`src/hdl/emrd_pkg.sv`:
```
// Package for the extent map range delete unit.
// Holds the entry and cell command types, command/status codes and sizes.
// No dependencies.
package emrd_pkg;

    localparam int MAX_EXTENTS_DEF = 32;
    localparam int MAX_RESULTS     = 32;
    localparam int RES_CNT_W       = $clog2(MAX_RESULTS + 1);

    // input commands
    localparam logic [1:0] CMD_SEARCH = 2'd0;
    localparam logic [1:0] CMD_INSERT = 2'd1;
    localparam logic [1:0] CMD_DELETE = 2'd2;
    localparam logic [1:0] CMD_RSVD   = 2'd3;  // unused, answered with a miss

    // result status
    localparam logic [1:0] ST_OK   = 2'd0;
    localparam logic [1:0] ST_MISS = 2'd1;
    localparam logic [1:0] ST_NONE = 2'd2;
    localparam logic [1:0] ST_FULL = 2'd3;

    // cell operations
    localparam logic [2:0] K_NONE = 3'd0;  // hold
    localparam logic [2:0] K_WSB  = 3'd1;  // write first offset and block at target
    localparam logic [2:0] K_WALL = 3'd2;  // write whole entry at target
    localparam logic [2:0] K_INS  = 3'd3;  // open a slot at the selected cell
    localparam logic [2:0] K_DEL  = 3'd4;  // close the slot at the selected cell

    typedef struct packed {
        logic [31:0] ext_first;
        logic [31:0] ext_last;
        logic [31:0] ext_block;
    } t_entry;

    typedef struct packed {
        logic [2:0] kind;
        logic       tgt_prev;   // target the cell left of the selected one
        t_entry     ent;
    } t_cell_cmd;

    // first member sits in the high bits, so fields are listed top down
    typedef struct packed {
        logic [32:0] freed_length;
        logic [31:0] freed_block;
        logic [31:0] found_block;
        logic [31:0] found_end;
        logic [31:0] found_start;
        logic [1:0]  status;
    } t_out_word;

endpackage

```
`src/hdl/emrd_cell.sv`:
```
// One slot of the sorted extent row: holds an entry, compares it with the
// broadcast key and shifts left or right with its neighbors.
// Depends on emrd_pkg.
module emrd_cell (
    input  logic               i_clk,
    input  logic               i_rst_n,
    input  logic               i_find,
    input  logic               i_valid,
    input  logic [31:0]        i_key,
    input  logic [31:0]        i_key2,
    input  logic               i_left_after,
    input  emrd_pkg::t_entry   i_left,
    input  emrd_pkg::t_entry   i_right,
    input  logic               i_right_sel,
    input  emrd_pkg::t_cell_cmd i_cmd,
    output emrd_pkg::t_entry   o_entry,
    output emrd_pkg::t_entry   o_sel_entry,
    output logic               o_after,
    output logic               o_sel,
    output logic               o_eq
);

    emrd_pkg::t_entry r_entry;
    emrd_pkg::t_entry n_entry;
    logic             r_after;
    logic             r_eq;
    logic             w_sel;
    logic             w_tgt;

    // ends are sorted, so "after" is a step function along the row
    always_ff @(posedge i_clk) begin
        if (!i_rst_n) begin
            r_after <= 1'b0;
            r_eq    <= 1'b0;
        end else if (i_find) begin
            r_after <= !(i_valid && (r_entry.ext_last < i_key));
            r_eq    <= i_valid && (r_entry.ext_last == i_key2);
        end
    end

    assign w_sel = r_after && !i_left_after;
    assign w_tgt = i_cmd.tgt_prev ? i_right_sel : w_sel;

    always_comb begin
        n_entry = r_entry;
        unique case (i_cmd.kind)
            emrd_pkg::K_NONE: begin
            end
            emrd_pkg::K_WSB: begin
                if (w_tgt) begin
                    n_entry.ext_first = i_cmd.ent.ext_first;
                    n_entry.ext_block = i_cmd.ent.ext_block;
                end
            end
            emrd_pkg::K_WALL: begin
                if (w_tgt) n_entry = i_cmd.ent;
            end
            emrd_pkg::K_INS: begin
                if (w_sel) n_entry = i_cmd.ent;
                else if (r_after) n_entry = i_left;
            end
            emrd_pkg::K_DEL: begin
                if (r_after) n_entry = i_right;
            end
            default: begin
            end
        endcase
    end

    always_ff @(posedge i_clk) begin
        r_entry <= n_entry;
    end

    assign o_entry     = r_entry;
    assign o_sel_entry = (w_sel && i_valid) ? r_entry : '0;
    assign o_after     = r_after;
    assign o_sel       = w_sel;
    assign o_eq        = r_eq;

endmodule

```
`config.mk`:
```
export PLATFORM = sky130hd
export DESIGN_NAME = emrd_cell
export DESIGN_NICKNAME = d
export VERILOG_FILES = /design/src/hdl/emrd_pkg.sv /design/src/hdl/emrd_cell.sv
export SDC_FILE = /design/constraint.sdc
export NUM_CORES = 1
export LEC_CHECK = 0
export BUFFER_PORTS_ARGS = -buffer_cell sky130_fd_sc_hd__buf_4
export CAP_MARGIN = 10
export CORE_AREA = 3 3 215 217
export CTS_CLUSTER_SIZE = 20
export DETAILED_ROUTE_END_ITERATION = 16
export DIE_AREA = 0 0 218 220
export PLACE_DENSITY = 0.36
export SYNTH_ARGS = -nofsm -noshare
export SYNTH_HDL_FRONTEND = slang
export SYNTH_SLANG_ARGS = --single-unit
```
`constraint.sdc`:
```
create_clock -name i_clk -period 20.4 [get_ports i_clk]
set_clock_uncertainty 0.15 [all_clocks]
set_input_delay 5.1 -clock i_clk [delete_from_list [all_inputs] [get_ports i_clk]]
set_output_delay 5.1 -clock i_clk [all_outputs]
set_load 0.01 [all_outputs]
```
==> results.ini, run 1 <==
[run_status]
status = completed

[detailed_routing]
wl_mm = 37.2
drt_iter0_drc = 289
dr.pass1.iters = 4
drc = 0
drtAntennaViolNets = 0
vias = 7308
wl_per_cell_um = 20.4
viasPerCell = 4.01

[global_routing]
grt_max_degree = 99
grt_overflow = 0
grt_pass1_wl_mm = 50.9
grt_usage_pct = 14.6
grt_busiest_layer = met2
antenna_found_initial = 2
use_met3_pct = 3.60
grt_pass1_vias = 7602
grt_use_met1_pct = 16.5
use_met2_pct = 27.1

[clocking]
ctsResizeCount = 0
clk_latency_ps = 370
cts.htree.levels = 3
clock_path_buffers = 2
cts_setup_buffers = 0
holdBufCountCts = 0
cts_made_buffers = 9
clock_sinks = 98
clk_pin_slew_ps = 70
cts_tree = done
cts_root_buffer = clkbuf_16

[critical_path]
cp-start-kind = input port
reg2reg_to = o_entry[67]$_DFFE_PP_
path_class = input port to output pin
rrSetupSlack_ps = 16330
cp_slowest_cell = buf_4
slowest_delay_ps = 640
cpLargestDelayFamily = buffers and inverters
crit_fanout = 70
crit_required_ps = 15150
cp_num_buf_inv = 3
crit_chain = buf_4, nor2b_4, buf_4, and3_1, buf_4
r2r-start = o_after$_SDFFE_PN0P_
crit_path_frequent_cell = buf_4
cp_data_arrival_time_ps = 6790
endpoint_kind = output pin
r2r_cells = 7

[pwr]
leakagePower_nw = 5.82
vdd_ir_drop_max_mv = 0.0317
power_density_nw_per_um2 = 50.0

[timing]
slew_viol_final = 0
period_needed_ps = 12040
postLayoutSetupSlackWorst_ps = 8360
finalSetupViolCount = 0
setup_tns_ps = 0
timing.fmax_mhz = 83.0
hold_ws_ps = 333
slew_headroom_pct = 36.3
worstMarginPinSlew_ps = 954
rsz0062_at_grt = false
finalHoldViolations = 0
fin_crit_sh_pct = 59.0

[layout]
final_layout_size_suffix_gt1_share_pct = 47.4
seq_area_um2 = 2920
n_fill_cell = 4926
multi_input_area_um2 = 3210
area_growth_syn_to_layout_pct = 79.2
finalNetCount = 1619
final_cells = 1824
fin_area_um2 = 11500

[synthesis]
netlist_area_um2 = 6420
synth-seq-cells = 98
syn_inst = 703
ys_warn_count = 0
synth_edf_count = 96
yosysMostFrequentCell = nand2_1
async_flop_share_pct = 0
synth_top_cells_by_count = nand2_1 (197), and3_1 (96), edfxtp_1 (96)
synthesis.nets = 1096
yosysUniqueCellTypes = 36
synth_top_area_share_pct = 44.9
synth-seq-area-share_pct = 45.5
synth_ff_type = edfxtp_1
syn_area_per_cell_um2 = 9.14
ys_top_cells_by_area = edfxtp_1 (45%), nand2_1 (12%), a22oi_1 (11%), and3_1 (9.3%), ha_1 (6.0%)
yosys.area.top_type = edfxtp_1

[placement]
dpl.cell_count = 1807
portBuffers = 556
hpwl_mm = 29.8
postPlaceCellArea_um2 = 11200
pre_cts_ws_ps = 8370
gp_congestion = 0.778

[die]
initial_core_util_pct = 14.5
core_um2 = 44300
die_h_um = 220
die_area_um2 = 48000
placementRows = 77
io_pins = 557
die_w_um = 218

[min_path]
hold_path_depth = 2
hold_end = o_eq$_SDFFE_PN0P_
hp-class = flop to flop
worstHoldStart = o_eq$_SDFFE_PN0P_

[job]
drv_cap = 0

## layer usage
| metal | vias up | part of all wire, % |
|---|---|---|
| met5 | - | 0 |
| met4 | 0 | 1.4 |
| met3 | 18 | 7.5 |
| met2 | 359 | 52 |
| met1 | 3343 | 39 |
| li1 | 3588 | - |
## worst max path at each step
stage / from / endpoint / slack (ps) / cells past startpoint
CTS: i_left_after / o_sel_entry[27] / 8370 / 5
finish: i_left_after / o_sel_entry[37] / 8360 / 5
floorplan: i_left_after / o_sel_entry[56] / 9110 / 5
detailed placement: i_left_after / o_sel_entry[55] / 8370 / 5
global route: i_left_after / o_sel_entry[37] / 8210 / 5
global placement: i_left_after / o_sel_entry[45] / 8430 / 5
## registers in the layout (all words and copies together) (netlist names)
name and cells:
o_after 1, o_eq 1, o_entry 96
## worst reg2reg max path: stages, from the launching register on
cell and delay, ps:
dfxtp_1 550, nor2b_4 590, buf_4 640, nor3_4 110, nor2_4 740, buf_4 740
nand2_1 290, nand2_1 120
## power by group
| group | internal, mW | total, mW | switching (mW) |
|---|---|---|---|
| Clock | 0.0950 | 0.178 | 0.0828 |
| Sequential | 0.236 | 0.248 | 0.0111 |
| Combinational | 0.0817 | 0.150 | 0.0680 |
| Total | 0.413 | 0.575 | 0.162 |
## cell families (layout without fill, tap and decap cells)
logic type,count (synthesis),after routing,share of synthesized area [%]
compound gates,126,126,14.0
xor+xnor,33,33,4.50
fa+ha+maj,31,31,6.04
buf+inv,83,611,5.24
flops,98,98,45.5
mux,3,3,0.467
other cells,0,1,0
simple gates,329,329,24.2
## through the flow
step | total power, mW | utilization, %
after floorplan | 0.305 | -
after global placement | 0.405 | 25.3
after detailed placement | 0.405 | 25.3
after CTS | 0.592 | 26.0
after global routing | 0.608 | 26.0
final | 0.575 | 26.0
## final cells by class
cell class | count | area share, %
repair buffers | 564 | 36.8
well taps | 592 | 6.43
inverters | 31 | 1.01
multi-input cells | 522 | 27.9
clock inverters | 5 | 0.478
flip-flops and latches | 98 | 25.4
clock buffers | 11 | 2.02
diodes | 1 | 0.0217
## layout by cell type (no fill, tap or decap), drive strengths merged, types with 2 or more instances in the layout
cell	count
a22oi	94
nor3	3
ha	31
nand2	197
a211oi	2
buf	564
and3	96
nand3	5
inv	31
a21oi	11
xor2	3
a211o	3
o21ai	8
nand2b	2
mux2i	3
edfxtp	96
nor4	2
clkinv	3
nand4	15
clkbuf	11
xnor2	30
nor2	5
dfxtp	2
a21o	3
No activity file was read; power rests on OpenSTA's default activity.
==> inputs of run 2 (changes only) <==
--- a/config.mk
+++ b/config.mk
@@ -7,10 +7,10 @@
 export LEC_CHECK = 0
 export BUFFER_PORTS_ARGS = -buffer_cell sky130_fd_sc_hd__buf_4
 export CAP_MARGIN = 10
-export CORE_AREA = 3 3 215 217
+export CORE_AREA = 3 3 216 218
 export CTS_CLUSTER_SIZE = 20
 export DETAILED_ROUTE_END_ITERATION = 16
-export DIE_AREA = 0 0 218 220
+export DIE_AREA = 0 0 219 221
 export PLACE_DENSITY = 0.36
 export SYNTH_ARGS = -nofsm -noshare
 export SYNTH_HDL_FRONTEND = slang
==> constraint.sdc (replaced) <==
create_clock -name i_clk -period 10.3 [get_ports i_clk]
set_clock_uncertainty 0.15 [all_clocks]
set_input_delay 2.575 -clock i_clk [delete_from_list [all_inputs] [get_ports i_clk]]
set_output_delay 2.575 -clock i_clk [all_outputs]
set_load 0.01 [all_outputs]
==> results.ini, run 2 (synthesis gave the netlist of run 1 again) <==
[critical_path]
reg2reg_to = o_entry[91]$_DFFE_PP_
rrSetupSlack_ps = 5770  ; -10560 ps
cp_data_arrival_time_ps = 4490  ; -2300 ps
r2r-start = o_after$_SDFFE_PN0P_
cp-start-kind = input port
r2r_cells = 6  ; -1
crit_required_ps = 7580  ; -7570 ps
endpoint_kind = output pin
path_class = input port to output pin
crit_fanout = 59  ; -16%

[die]
die_w_um = 219  ; +0.46%
initial_core_util_pct = 14.2  ; -0.25 points
die_area_um2 = 48400  ; +0.92%
die_h_um = 221  ; +0.45%
io_pins = 557  ; unchanged
placementRows = 78  ; +1.3%
core_um2 = 45100  ; +1.7%

[placement]
pre_cts_ws_ps = 3090  ; -5290 ps
postPlaceCellArea_um2 = 11200  ; +0.16%
portBuffers = 556  ; unchanged
hpwl_mm = 29.9  ; +0.54%
dpl.cell_count = 1816  ; +0.50%
gp_congestion = 0.816  ; +4.9%

[min_path]
hold_end = o_eq$_SDFFE_PN0P_
hp-class = flop to flop
worstHoldStart = o_eq$_SDFFE_PN0P_
hold_path_depth = 2  ; unchanged

[timing]
slew_headroom_pct = 36.9  ; +0.63 points
postLayoutSetupSlackWorst_ps = 3080  ; -5270 ps
finalHoldViolations = 0  ; unchanged
fin_crit_sh_pct = 70.1
worstMarginPinSlew_ps = 947  ; -7.24 ps
setup_tns_ps = 0  ; unchanged
hold_ws_ps = 330  ; -3.06 ps
timing.fmax_mhz = 139
period_needed_ps = 7220
rsz0062_at_grt = false
slew_viol_final = 0  ; unchanged
finalSetupViolCount = 0  ; unchanged

[clocking]
cts.htree.levels = 3  ; unchanged
clk_pin_slew_ps = 70  ; about the same
holdBufCountCts = 0  ; unchanged
cts_made_buffers = 9  ; unchanged
clock_path_buffers = 2  ; unchanged
cts_root_buffer = clkbuf_16
clk_latency_ps = 380  ; about the same
cts_setup_buffers = 0  ; unchanged
cts_tree = done
ctsResizeCount = 0  ; unchanged
clock_sinks = 98  ; unchanged

[detailed_routing]
vias = 7451  ; +2.0%
dr.pass1.iters = 4  ; unchanged
drtAntennaViolNets = 0  ; unchanged
wl_per_cell_um = 20.2  ; -0.90%
drt_iter0_drc = 273  ; -5.5%
wl_mm = 37.0  ; -0.41%
viasPerCell = 4.06  ; +1.5%
drc = 0  ; unchanged

[global_routing]
grt_use_met1_pct = 16.4  ; -0.12 points
use_met3_pct = 4.05  ; +0.45 points
grt_busiest_layer = met2
use_met2_pct = 26.7  ; -0.46 points
grt_pass1_wl_mm = 51.8  ; +1.8%
grt_usage_pct = 14.5  ; -0.055 points
grt_overflow = 0  ; unchanged
grt_pass1_vias = 7840  ; +3.1%
antenna_found_initial = 0  ; -2
grt_max_degree = 99  ; unchanged

[layout]
area_growth_syn_to_layout_pct = 79.5
final_layout_size_suffix_gt1_share_pct = 47.6  ; +0.12 points
largest_reg_flops = 96  ; unchanged
finalNetCount = 1620  ; +0.062%
final_common_cell = buf_4
final_cells = 1833  ; +0.49%
final_cell_mix = buf_4 (565), nand2_1 (197), and3_1 (96), edfxtp_1 (96), a22oi_1 (94)
fin_area_um2 = 11500  ; +0.20%
utilization_pct = 25.6  ; -0.39 points

[job]
drv_cap = 0  ; unchanged

[pwr]
leakagePower_nw = 5.83  ; +0.14%
vdd_ir_drop_max_mv = 0.0573  ; +81%
power.total_mw = 1.15  ; +99%
power_density_nw_per_um2 = 99.4  ; +99%

[run_status]
status = completed

run 2: cell count changes in the layout (fill, tap and decap cells not counted):
cell,before,now
inv_6,0,1
clkbuf_1,2,0
clkinv_1,1,2
buf_4,564,565
run 2: per-layer routing:
layer / wire length, um / up-vias
li1: - / 3592
met1: 14400 / 3471
met2: 19200 / 364
met3: 2910 / 24
met4: 574 / 0
met5: 0 / -
run 2: area by class of cell:
class | instances | area, um2
fillers | 4999 | 33600
well taps | 600 | 751
diodes | 1 | 2.50
repair buffers | 565 | 4240
clock buffers | 9 | 225
multi-input cells | 522 | 3210
clock inverters | 7 | 67.6
inverters | 31 | 116
flip-flops and latches | 98 | 2920
run 2: worst max path at each step:
| stage | depth (start not counted) | to | start | slack, ps |
|---|---|---|---|---|
| finish | 5 | o_sel_entry[68] | i_left_after | 3080 |
| global route | 5 | o_sel_entry[4] | i_left_after | 2970 |
| CTS | 5 | o_sel_entry[68] | i_left_after | 3080 |
| detailed placement | 5 | o_sel_entry[68] | i_left_after | 3090 |
| global placement | 5 | o_sel_entry[95] | i_left_after | 3180 |
| floorplan | 5 | o_entry[0]$_DFFE_PP_ | i_left_after | 1860 |
run 2: worst max-delay path, cell delays in order:
cell     delay, ps
buf_4          120
nor2b_4        700
buf_4          600
and3_1         250
buf_4          130
run 2: report_power, final:
part	switching, mW	total, mW	internal (mW)
clock network	0.170	0.358	0.188
logic	0.136	0.299	0.162
registers	0.0224	0.491	0.468
